## src/rtl/equi_width_key_histogram_defines.svh

```systemverilog
// assertion macros for the histogram block
`ifndef EQUI_WIDTH_KEY_HISTOGRAM_DEFINES_SVH
`define EQUI_WIDTH_KEY_HISTOGRAM_DEFINES_SVH
`ifndef NO_ASSERTIONS
`define EWKH_ASSERT(lbl, prop, msg) \
  lbl: assert property (@(posedge clk) disable iff (!rst_n) prop) else $error(msg);
`define EWKH_ASSERT_ALWAYS(lbl, prop, msg) \
  lbl: assert property (@(posedge clk) prop) else $error(msg);
`else
`define EWKH_ASSERT(lbl, prop, msg)
`define EWKH_ASSERT_ALWAYS(lbl, prop, msg)
`endif
`endif

```

## src/rtl/ewkh_pkg.sv

```systemverilog
`timescale 1ns / 1ps
package ewkh_pkg;

  localparam int KEY_W  = 32;
  localparam int SPAN_W = 33;
  localparam int OCNT_W = 24;
  localparam int ONE_W  = 7;

  localparam logic [1:0] KIND_CLEAR  = 2'd0;
  localparam logic [1:0] KIND_INSERT = 2'd1;
  localparam logic [1:0] KIND_KEYQ   = 2'd2;
  localparam logic [1:0] KIND_RANGEQ = 2'd3;

  localparam logic CFG_MIN_KEY = 1'b0;
  localparam logic CFG_MAX_KEY = 1'b1;

  typedef logic [OCNT_W-1:0] ocnt_t;

  function automatic ocnt_t clamp_cnt(input logic [63:0] v);
    clamp_cnt = (v > 64'hFF_FFFF) ? '1 : v[OCNT_W-1:0];
  endfunction

  function automatic logic [ONE_W-1:0] clamp_ne(input logic [63:0] v);
    clamp_ne = (v > 64'd127) ? '1 : v[ONE_W-1:0];
  endfunction

endpackage

```

## src/rtl/equi_width_key_histogram.sv

```systemverilog
`timescale 1ns / 1ps
// channel | dir | handshake            | payload
// in      | in  | in_tvalid/in_tready   | tuser: kind; tdata: key, range_end
// out     | out | out_tvalid/out_tready | tuser: in_range; tdata: stats
// cfg     | in  | cfg_valid/cfg_ready   | cfg_addr: register, cfg_data: value
// one request at a time; bucket search uses a shared restoring divider, one quotient
// bit a cycle for log2(BUCKETS) steps; edges are a shift (BUCKETS a power of two)
// insert/key query then finds both edges; range query sums its buckets one by one,
// clear sweeps all buckets, an out-of-range key skips the search; stall in S_OUT only
// after rst_n the bucket memory is swept to zero with in_tready low
`include "equi_width_key_histogram_defines.svh"
module equi_width_key_histogram #(
  parameter int BUCKETS     = 64,
  parameter int COUNT_WIDTH = 24
) (
  input  logic         clk,
  input  logic         rst_n,
  input  logic         in_tvalid,
  output logic         in_tready,
  input  logic [1:0]   in_tuser,   // [1:0] kind
  input  logic [63:0]  in_tdata,   // [31:0] key, [63:32] range_end
  output logic         out_tvalid,
  input  logic         out_tready,
  output logic [0:0]   out_tuser,  // [0] in_range
  output logic [111:0] out_tdata,  // count, distinct_values, bucket_width,
                                   // total_keys, nonempty_buckets
  input  logic         cfg_valid,
  output logic         cfg_ready,
  input  logic         cfg_addr,
  input  logic [31:0]  cfg_data
);

  localparam int AW = $clog2(BUCKETS);
  localparam int IW = $clog2(BUCKETS + 1);
  localparam int SW = ewkh_pkg::SPAN_W;
  localparam int NW = SW + IW;
  localparam int CW = COUNT_WIDTH;
  localparam bit BKT_POW2 = ((BUCKETS & (BUCKETS - 1)) == 0);

  localparam logic [3:0] S_CLR  = 4'd0;
  localparam logic [3:0] S_IDLE = 4'd1;
  localparam logic [3:0] S_PREP = 4'd2;
  localparam logic [3:0] S_LOAD = 4'd3;
  localparam logic [3:0] S_DIV  = 4'd4;
  localparam logic [3:0] S_DONE = 4'd5;
  localparam logic [3:0] S_RD   = 4'd6;
  localparam logic [3:0] S_UPD  = 4'd7;
  localparam logic [3:0] S_SUM  = 4'd8;
  localparam logic [3:0] S_OUT  = 4'd9;

  localparam logic [1:0] PH_KEYB = 2'd0;
  localparam logic [1:0] PH_ENDB = 2'd1;
  localparam logic [1:0] PH_LO   = 2'd2;
  localparam logic [1:0] PH_HI   = 2'd3;

  logic [3:0] state_r, state_nxt;
  logic [1:0] phase_r, phase_nxt;
  logic [IW-1:0] i_r, i_nxt;
  logic clr_item_r, clr_item_nxt;
  logic pend_r, pend_nxt;
  logic out_valid_r, out_valid_nxt;
  logic [CW-1:0] total_r, total_nxt;
  logic [IW-1:0] occ_r, occ_nxt;
  logic signed [31:0] min_key_r, min_key_nxt, max_key_r, max_key_nxt;

  logic [1:0] kind_r, kind_nxt;
  logic signed [31:0] key_r, key_nxt, end_r, end_nxt;
  logic [AW-1:0] b_r, b_nxt, e_r, e_nxt;
  logic [NW-1:0] prod_r, prod_nxt, num_r, num_nxt;
  logic [SW-1:0] rem_r, rem_nxt, q_r, q_nxt, lo_r, lo_nxt;
  logic [5:0] step_r, step_nxt;
  logic [CW-1:0] cnt_r, cnt_nxt;
  ewkh_pkg::ocnt_t acc_r, acc_nxt;
  logic res_hit_r, res_hit_nxt;
  ewkh_pkg::ocnt_t res_cnt_r, res_cnt_nxt, res_dist_r, res_dist_nxt;
  logic [SW-1:0] res_wid_r, res_wid_nxt;
  logic out_hit_r, out_hit_nxt;
  ewkh_pkg::ocnt_t out_cnt_r, out_cnt_nxt, out_dist_r, out_dist_nxt;
  ewkh_pkg::ocnt_t out_tot_r, out_tot_nxt;
  logic [SW-1:0] out_wid_r, out_wid_nxt;
  logic [ewkh_pkg::ONE_W-1:0] out_ne_r, out_ne_nxt;

  logic ram_we;
  logic [AW-1:0] ram_waddr, ram_raddr;
  logic [CW-1:0] ram_wdata, ram_rdata;

  logic range_ok, key_in, end_in, bucket_mode, ge;
  logic [SW-1:0] span, divisor, d_p1, wid;
  logic signed [31:0] op;
  logic [IW-1:0] idx;
  logic [NW-1:0] prod_c;
  logic [SW:0] trial, diff;
  logic [CW-1:0] c_new;
  logic [ewkh_pkg::OCNT_W:0] acc_sum;

  ewkh_ram #(.WIDTH(CW), .DEPTH(BUCKETS)) u_ram (
    .clk   (clk),
    .we    (ram_we),
    .waddr (ram_waddr),
    .wdata (ram_wdata),
    .raddr (ram_raddr),
    .rdata (ram_rdata)
  );

  assign range_ok = max_key_r >= min_key_r;
  assign span = SW'({max_key_r[31], max_key_r} - {min_key_r[31], min_key_r}) + SW'(1);
  assign key_in = range_ok && ($signed(in_tdata[31:0]) >= min_key_r)
                  && ($signed(in_tdata[31:0]) <= max_key_r);
  assign end_in = range_ok && (end_r >= min_key_r) && (end_r <= max_key_r);
  assign bucket_mode = (phase_r == PH_KEYB) || (phase_r == PH_ENDB);
  assign op = (phase_r == PH_ENDB) ? end_r : key_r;
  assign d_p1 = SW'({op[31], op} - {min_key_r[31], min_key_r}) + SW'(1);
  assign idx = (phase_r == PH_LO) ? IW'(b_r) : IW'(b_r) + IW'(1);
  assign prod_c = bucket_mode ? (NW'(d_p1) * NW'(BUCKETS) - NW'(1))
                              : (NW'(idx) * NW'(span));
  assign divisor = bucket_mode ? span : SW'(BUCKETS);
  assign trial = {rem_r, num_r[NW-1]};
  assign ge = trial >= {1'b0, divisor};
  assign diff = trial - {1'b0, divisor};
  assign wid = q_r - lo_r;
  assign c_new = (kind_r == ewkh_pkg::KIND_INSERT && ram_rdata != '1)
                 ? ram_rdata + CW'(1) : ram_rdata;
  assign acc_sum = {1'b0, acc_r} + {1'b0, ewkh_pkg::clamp_cnt(64'(ram_rdata))};

  assign in_tready = (state_r == S_IDLE);
  assign cfg_ready = 1'b1;
  assign out_tvalid = out_valid_r;
  assign out_tuser = out_hit_r;
  assign out_tdata = {out_ne_r, out_tot_r, out_wid_r, out_dist_r, out_cnt_r};

  always_comb begin
    state_nxt = state_r;     phase_nxt = phase_r;     i_nxt = i_r;
    clr_item_nxt = clr_item_r; pend_nxt = pend_r;
    out_valid_nxt = out_valid_r & ~out_tready;
    total_nxt = total_r;     occ_nxt = occ_r;
    min_key_nxt = min_key_r; max_key_nxt = max_key_r;
    kind_nxt = kind_r;       key_nxt = key_r;         end_nxt = end_r;
    b_nxt = b_r;             e_nxt = e_r;             prod_nxt = prod_r;
    num_nxt = num_r;         rem_nxt = rem_r;         q_nxt = q_r;
    lo_nxt = lo_r;           step_nxt = step_r;       cnt_nxt = cnt_r;
    acc_nxt = acc_r;         res_hit_nxt = res_hit_r; res_cnt_nxt = res_cnt_r;
    res_dist_nxt = res_dist_r; res_wid_nxt = res_wid_r;
    out_hit_nxt = out_hit_r; out_cnt_nxt = out_cnt_r; out_dist_nxt = out_dist_r;
    out_tot_nxt = out_tot_r; out_wid_nxt = out_wid_r; out_ne_nxt = out_ne_r;
    ram_we = 1'b0;
    ram_waddr = i_r[AW-1:0];
    ram_wdata = '0;
    ram_raddr = b_r;

    if (cfg_valid) begin
      if (cfg_addr == ewkh_pkg::CFG_MIN_KEY) begin
        min_key_nxt = $signed(cfg_data);
      end else begin
        max_key_nxt = $signed(cfg_data);
      end
    end

    case (state_r)
      S_CLR: begin
        ram_we = 1'b1;
        i_nxt = i_r + IW'(1);
        if (i_r == IW'(BUCKETS - 1)) begin
          total_nxt = '0;
          occ_nxt = '0;
          state_nxt = clr_item_r ? S_OUT : S_IDLE;
        end
      end
      S_IDLE: begin
        if (in_tvalid) begin
          kind_nxt = in_tuser;
          key_nxt = $signed(in_tdata[31:0]);
          end_nxt = $signed(in_tdata[63:32]);
          res_hit_nxt = 1'b0;
          res_cnt_nxt = '0;
          res_dist_nxt = '0;
          res_wid_nxt = '0;
          if (in_tuser == ewkh_pkg::KIND_CLEAR) begin
            i_nxt = '0;
            clr_item_nxt = 1'b1;
            state_nxt = S_CLR;
          end else if (key_in) begin
            phase_nxt = PH_KEYB;
            state_nxt = S_PREP;
          end else begin
            state_nxt = S_OUT;
          end
        end
      end
      S_PREP: begin
        prod_nxt = prod_c;
        state_nxt = S_LOAD;
      end
      S_LOAD: begin
        q_nxt = '0;
        state_nxt = S_DIV;
        if (bucket_mode) begin
          rem_nxt = SW'(prod_r >> AW);
          num_nxt = prod_r << (NW - AW);
          step_nxt = 6'(AW);
        end else if (BKT_POW2) begin
          // edge division by the bucket count is a plain shift
          q_nxt = SW'(prod_r >> AW);
          state_nxt = S_DONE;
        end else begin
          rem_nxt = SW'(prod_r >> SW);
          num_nxt = prod_r << (NW - SW);
          step_nxt = 6'(SW);
        end
      end
      S_DIV: begin
        // one quotient bit per cycle
        rem_nxt = ge ? diff[SW-1:0] : trial[SW-1:0];
        num_nxt = num_r << 1;
        q_nxt = {q_r[SW-2:0], ge};
        step_nxt = step_r - 6'd1;
        if (step_r == 6'd1) begin
          state_nxt = S_DONE;
        end
      end
      S_DONE: begin
        case (phase_r)
          PH_KEYB: begin
            b_nxt = q_r[AW-1:0];
            if (kind_r == ewkh_pkg::KIND_RANGEQ) begin
              if (end_in) begin
                phase_nxt = PH_ENDB;
                state_nxt = S_PREP;
              end else begin
                e_nxt = AW'(BUCKETS - 1);
                i_nxt = IW'(q_r[AW-1:0]);
                acc_nxt = '0;
                pend_nxt = 1'b0;
                state_nxt = S_SUM;
              end
            end else begin
              state_nxt = S_RD;
            end
          end
          PH_ENDB: begin
            e_nxt = q_r[AW-1:0];
            i_nxt = IW'(b_r);
            acc_nxt = '0;
            pend_nxt = 1'b0;
            state_nxt = S_SUM;
          end
          PH_LO: begin
            lo_nxt = q_r;
            phase_nxt = PH_HI;
            state_nxt = S_PREP;
          end
          default: begin
            res_hit_nxt = 1'b1;
            res_wid_nxt = wid;
            res_cnt_nxt = ewkh_pkg::clamp_cnt(64'(cnt_r));
            res_dist_nxt = (64'(wid) < 64'(cnt_r)) ? ewkh_pkg::clamp_cnt(64'(wid))
                                                   : ewkh_pkg::clamp_cnt(64'(cnt_r));
            state_nxt = S_OUT;
          end
        endcase
      end
      S_RD: begin
        state_nxt = S_UPD;
      end
      S_UPD: begin
        cnt_nxt = c_new;
        if (kind_r == ewkh_pkg::KIND_INSERT) begin
          ram_we = 1'b1;
          ram_waddr = b_r;
          ram_wdata = c_new;
          if (ram_rdata == '0) begin
            occ_nxt = occ_r + IW'(1);
          end
          if (total_r != '1) begin
            total_nxt = total_r + CW'(1);
          end
        end
        phase_nxt = PH_LO;
        state_nxt = S_PREP;
      end
      S_SUM: begin
        ram_raddr = i_r[AW-1:0];
        if (pend_r) begin
          acc_nxt = acc_sum[ewkh_pkg::OCNT_W] ? '1 : acc_sum[ewkh_pkg::OCNT_W-1:0];
        end
        if (i_r <= IW'(e_r)) begin
          i_nxt = i_r + IW'(1);
          pend_nxt = 1'b1;
        end else begin
          pend_nxt = 1'b0;
          if (!pend_r) begin
            res_hit_nxt = 1'b1;
            res_cnt_nxt = acc_r;
            state_nxt = S_OUT;
          end
        end
      end
      S_OUT: begin
        if (!out_valid_r || out_tready) begin
          out_valid_nxt = 1'b1;
          out_hit_nxt = res_hit_r;
          out_cnt_nxt = res_cnt_r;
          out_dist_nxt = res_dist_r;
          out_wid_nxt = res_wid_r;
          out_tot_nxt = ewkh_pkg::clamp_cnt(64'(total_r));
          out_ne_nxt = ewkh_pkg::clamp_ne(64'(occ_r));
          clr_item_nxt = 1'b0;
          state_nxt = S_IDLE;
        end
      end
      default: begin
        state_nxt = S_IDLE;
      end
    endcase
  end

  always_ff @(posedge clk) begin
    if (!rst_n) begin
      state_r <= S_CLR;
      i_r <= '0;
      clr_item_r <= 1'b0;
      pend_r <= 1'b0;
      out_valid_r <= 1'b0;
      total_r <= '0;
      occ_r <= '0;
      min_key_r <= 32'sd0;
      max_key_r <= 32'sh7FFF_FFFF;
      phase_r <= PH_KEYB;
    end else begin
      state_r <= state_nxt;
      i_r <= i_nxt;
      clr_item_r <= clr_item_nxt;
      pend_r <= pend_nxt;
      out_valid_r <= out_valid_nxt;
      total_r <= total_nxt;
      occ_r <= occ_nxt;
      min_key_r <= min_key_nxt;
      max_key_r <= max_key_nxt;
      phase_r <= phase_nxt;
    end
  end

  always_ff @(posedge clk) begin
    kind_r <= kind_nxt;     key_r <= key_nxt;       end_r <= end_nxt;
    b_r <= b_nxt;           e_r <= e_nxt;           prod_r <= prod_nxt;
    num_r <= num_nxt;       rem_r <= rem_nxt;       q_r <= q_nxt;
    lo_r <= lo_nxt;         step_r <= step_nxt;     cnt_r <= cnt_nxt;
    acc_r <= acc_nxt;       res_hit_r <= res_hit_nxt; res_cnt_r <= res_cnt_nxt;
    res_dist_r <= res_dist_nxt; res_wid_r <= res_wid_nxt;
    out_hit_r <= out_hit_nxt; out_cnt_r <= out_cnt_nxt; out_dist_r <= out_dist_nxt;
    out_tot_r <= out_tot_nxt; out_wid_r <= out_wid_nxt; out_ne_r <= out_ne_nxt;
  end

  `EWKH_ASSERT(a_one_request, (in_tvalid && in_tready) |=> !in_tready, "request overlap")
  `EWKH_ASSERT(a_occ_bound, occ_r <= IW'(BUCKETS), "occupied count above bucket count")
  `EWKH_ASSERT(a_bucket_q, (state_r == S_DONE && bucket_mode) |-> (q_r < SW'(BUCKETS)), "bucket index")
  `EWKH_ASSERT(a_out_load, (state_r == S_OUT && (!out_valid_r || out_tready)) |=> out_valid_r, "result not loaded")

endmodule

```

## src/rtl/ewkh_ram.sv

```systemverilog
`timescale 1ns / 1ps
module ewkh_ram #(
  parameter int WIDTH = 24,
  parameter int DEPTH = 64
) (
  input  logic                     clk,
  input  logic                     we,
  input  logic [$clog2(DEPTH)-1:0] waddr,
  input  logic [WIDTH-1:0]         wdata,
  input  logic [$clog2(DEPTH)-1:0] raddr,
  output logic [WIDTH-1:0]         rdata
);

  logic [WIDTH-1:0] mem [DEPTH];

  always_ff @(posedge clk) begin
    if (we) begin
      mem[waddr] <= wdata;
    end
    rdata <= mem[raddr];
  end

endmodule

```

## config.mk

```make
export PLATFORM = sky130hd
export DESIGN_NAME = equi_width_key_histogram
export DESIGN_NICKNAME = d
export VERILOG_FILES = /design/src/rtl/ewkh_pkg.sv /design/src/rtl/equi_width_key_histogram.sv /design/src/rtl/ewkh_ram.sv
export VERILOG_INCLUDE_DIRS = /design/src /design/src/rtl
export SDC_FILE = /design/constraint.sdc
export NUM_CORES = 2
export LEC_CHECK = 0
export BUFFER_PORTS_ARGS = -buffer_cell sky130_fd_sc_hd__buf_2
export CELL_PAD_IN_SITES_DETAIL_PLACEMENT = 1
export CELL_PAD_IN_SITES_GLOBAL_PLACEMENT = 1
export CORE_ASPECT_RATIO = 0.6
export CORE_MARGIN = 2
export CORE_UTILIZATION = 55
export DETAILED_ROUTE_END_ITERATION = 8
export MAX_ROUTING_LAYER = met4
export PLACE_DENSITY = 0.89
export SYNTH_ARGS = -nofsm -noshare
export SYNTH_HDL_FRONTEND = slang
export SYNTH_SLANG_ARGS = --single-unit
```

## constraint.sdc

```tcl
create_clock -name clk -period 12.4 [get_ports clk]
set_input_delay 1.24 -clock clk [delete_from_list [all_inputs] [get_ports clk]]
set_output_delay 1.24 -clock clk [all_outputs]
set_load 0.01 [all_outputs]
```

==> metrics.md <==
| Metric | Value |
|---|---|
| Top Ports | 220 |
| Startpoint types | flip-flop |
| Post-CTS setup buffers | 0 |
| Via count | 69,400 |
| Synth Register Bits | roughly 2,100 |
| Critical path type | reg2reg |
| Sequential-to-total area share from yosys stat | around 60% |
| Pin count of the biggest net entering global routing | 127 |
| HP Start | res_wid_r[23]$_SDFFCE_PN0P_ |
| Worst EP required | 12,960 ps |
| Worst Max-Slew Pin Slew | 1530 ps |
| DIE AREA | 192,000 µm² |
| Global route overflow | 0 |
| Worst Path Arrival | around 10,000 ps |
| Setup slack, reg-to-reg | 2510 ps |
| Clk_lat worst skew | around 890 ps |
| Yosys top cell by area | edfxtp_1 |
| Setup Skew | ~75 ps |
| Crit end category | flip-flop |
| Area Growth Syn to Fin | 10.6% |
| Sequential share of power | 35.2% |
| Hold Vio Cnt, Final | 0 |
| CTS Sinks | 2,142 |
| Crit-path slowest cell | o311ai_1 |
| RSZ-0062 raised after global routing | false |
| Fraction of layout cells with a size suffix above 1 | roughly 16% |
| Rows | roughly 120 |
| Post-synthesis cell count | about 7,300 |
| Static Leak | approximately 38 nW |
| Final Setup Violations | 0 |
| Maximum VDD drop | between 0.2 and 0.3 mV |
| DRT antenna net count | 0 |
| Fin crit share | between 70% and 80% |
| Commonest register cell after synthesis | edfxtp_1 |
| Total chip power | about 24 mW |
| Combinational share of power | between 30% and 40% |
| DRT Wirelength | 342 mm |
| Initial core utilization | approximately 55% |
| Worst reg2reg endpoint | prod_r[38]$_DFFE_PP_ |
| Critical Path Max Stage Delay | around 1100 ps |
| Reg clk slew, reported paths | roughly 80 ps |
| Number of global-route vias before repair | between 70,000 and 80,000 |
| Gpl congestion | around 0.98 |
| CTS root buf | clkbuf_16 |
| Hold Path Stages | 0 |
| All-Layer GR Usage | between 30% and 40% |
| Global-route wire length before repair | roughly 500 mm |
| Number of flops mapped to enable cells by yosys | ~2,000 |
| YS warnings | 0 |
| Drt first pass iters | 7 |
| Int Pwr | approximately 15 mW |
| WL/cell | between 30 and 40 µm |
| Setup_tns | 0 ps |
| Syn Nets | ~8,000 |
| Count of cell types in the netlist | 108 |
| Detail Placement HPWL | roughly 220 mm |
| PD cells | ~210 nW/µm² |
| Post-CTS resize count | 0 |
| Total core area | roughly 190,000 µm² |
| FFs w/ async S/R, synth | 0% |
| CTS HTree Levels | 4 |
| CTS tree | done |
| Critical path peak fanout | 8 |
| CTS Buf Count | ~200 |
| Tmin final | slightly below 10,000 ps |
| Hold Path Sink | out_wid_r[23]$_DFFE_PP_ |
| Switching Fraction | 37.4% |
| Die Y-Extent | roughly 340 µm |
| Area share of the largest cell type after synthesis | between 50% and 60% |
| Max-slew violation count | 9 |
| Fmax | approximately 0.10 GHz |
| Initial antenna violation count | 28 |
| Tightest Hold Check Type | reg2reg |
| Iter 0 DRT Violations | between 10,000 and 15,000 |
| Status | finished with violations |
| Synth top area cells | edfxtp_1 58%, mux4_2 8.3%, ha_1 5.3%, fa_1 3.3%, dfxtp_1 2.6% |
| Syn_area_per_cell | around 14 µm² |
| Post-Syn Area | between 100,000 and 150,000 µm² |
| Max Cap Viol | 1 |
| Slew HR | -2.52% |
| Die width | approximately 560 µm |
| Port Buffers | between 200 and 250 |
| CTS Buffer Depth | 4 |
| Violated checks | capacitance limit, slew limit |
| Clock power share | 26.0% |
| # nets final | between 8,000 and 9,000 |
| Vias/cell | a little under 7 |
| Reg2Reg Depth | 35 |
| Switching power | a little under 9 mW |
| Worst R2R Start | min_key_r[1]$_SDFFE_PN0P_ |
| DRC viols | 0 |
| Hold Buf Count CTS | 0 |
per-stage QoR:
stage / worst slack [ps] / hold WS [ps] / cell area, µm² / std cells / utilization [%]
finish: 2510 / 426 / 115000 / 10200 / 61.2
global route: 2030 / 428 / 115000 / 10200 / 61.2
CTS: 2680 / 422 / 115000 / 10100 / 61.2
detailed placement: 2730 / 406 / 108000 / 9793 / 57.8
global placement: 3070 / 405 / 108000 / 9793 / 57.8
floorplan: 4300 / 400 / 104000 / 7282 / -
logic make-up after synthesis:
group | synth area share (%)
AO/OA/AOI/OAI | 7.88
XOR/XNOR | 2.05
adder cells (fa/ha/maj) | 8.65
buffers and inverters | 2.65
flip-flops | 60.8
multiplexers | 9.42
other | 0.00362
AND/OR/NAND/NOR | 8.58
sequential cells by signal, indices dropped and copies added (netlist names), 32 cells and up:
name       flops
end_r         32
prod_r        39
out_wid_r     33
u_ram.mem   1536
max_key_r     32
q_r           33
rem_r         33
key_r         32
lo_r          33
res_wid_r     33
min_key_r     32
cell type report:
class                           count  area (µm²)
Timing Repair Buffer              335        2060
Antenna cell                       17        42.5
Fill cell                       17300       72700
Clock inverter                    101        1000
Clock buffer                      244        5260
Tap cell                         2500        3130
Sequential cell                  2142       63000
Multi-Input combinational cell   4449       38700
Inverter                          367        1380
synth_stat cells, drive strengths merged (42+ instances only):
| library cell | count |
|---|---|
| nand2 | 687 |
| edfxtp | 2007 |
| fa | 173 |
| a31oi | 78 |
| clkbuf | 236 |
| mux4 | 384 |
| nand3 | 127 |
| nor2 | 405 |
| a21o | 140 |
| nor3 | 65 |
| buf | 88 |
| and2 | 152 |
| or2 | 54 |
| dfxtp | 135 |
| mux2 | 42 |
| nand2b | 82 |
| a21oi | 340 |
| xor2 | 107 |
| xnor2 | 136 |
| a211oi | 157 |
| o211ai | 52 |
| ha | 440 |
| and3 | 42 |
| o21ai | 211 |
| nand4 | 59 |
| mux2i | 64 |
| a311oi | 59 |
| nor2b | 63 |
| inv | 367 |
worst max-delay path by stage:
stage                                   start              endpoint  slack, ps
detailed placement  min_key_r[1]$_SDFFE_PN0P_  prod_r[38]$_DFFE_PP_       2730
finish              min_key_r[1]$_SDFFE_PN0P_  prod_r[38]$_DFFE_PP_       2510
floorplan           min_key_r[1]$_SDFFE_PN0P_  prod_r[38]$_DFFE_PP_       4300
global placement    min_key_r[1]$_SDFFE_PN0P_  prod_r[38]$_DFFE_PP_       3070
global route        min_key_r[1]$_SDFFE_PN0P_  prod_r[38]$_DFFE_PP_       2030
CTS                 min_key_r[1]$_SDFFE_PN0P_  prod_r[38]$_DFFE_PP_       2680
worst max-delay path: cells and delay by family (launching register included):
family / cells / cell delay, ps
fa+ha+maj: 8 / 3340
mux: 1 / 90
simple gates: 3 / 400
compound gates: 17 / 4840
flops: 1 / 410
buf+inv: 5 / 370
xor+xnor: 1 / 140
layer usage:
metal,part of all wire [%],wire length (µm),up-vias,global-route usage [%]
met2,45,152000,4985,53.2
li1,-,-,28000,-
met3,13,42900,875,9.16
met4,3.6,12400,0,11.6
met5,0,0,-,-
met1,39,134000,35500,51.0
power groups by stage:
| stage | Clock (mW) | Sequential, mW | Combinational (mW) |
|---|---|---|---|
| floorplan | 0 | 8.49 | 6.17 |
| global placement | 0 | 8.54 | 8.39 |
| detailed placement | 0 | 8.57 | 8.79 |
| CTS | 6.23 | 8.42 | 8.99 |
| global route | 6.45 | 8.44 | 9.98 |
| finish | 6.22 | 8.43 | 9.26 |
cells in the final DEF (no fill, tap or decap), drive strengths merged, types with 63 or more instances in the layout:
cell and count:
nand2b 82, a21oi 340, a21o 140, nor3 65, nand3 127, mux4 384
and2 152, xor2 107, nand2 687, fa 173, o21ai 211, nor2 405
a31oi 78, xnor2 136, buf 335, mux2i 64, clkbuf 244, clkinv 65
dfxtp 135, edfxtp 2007, nor2b 63, ha 440, inv 373, a211oi 157
Power figures use the tool's default switching activity.
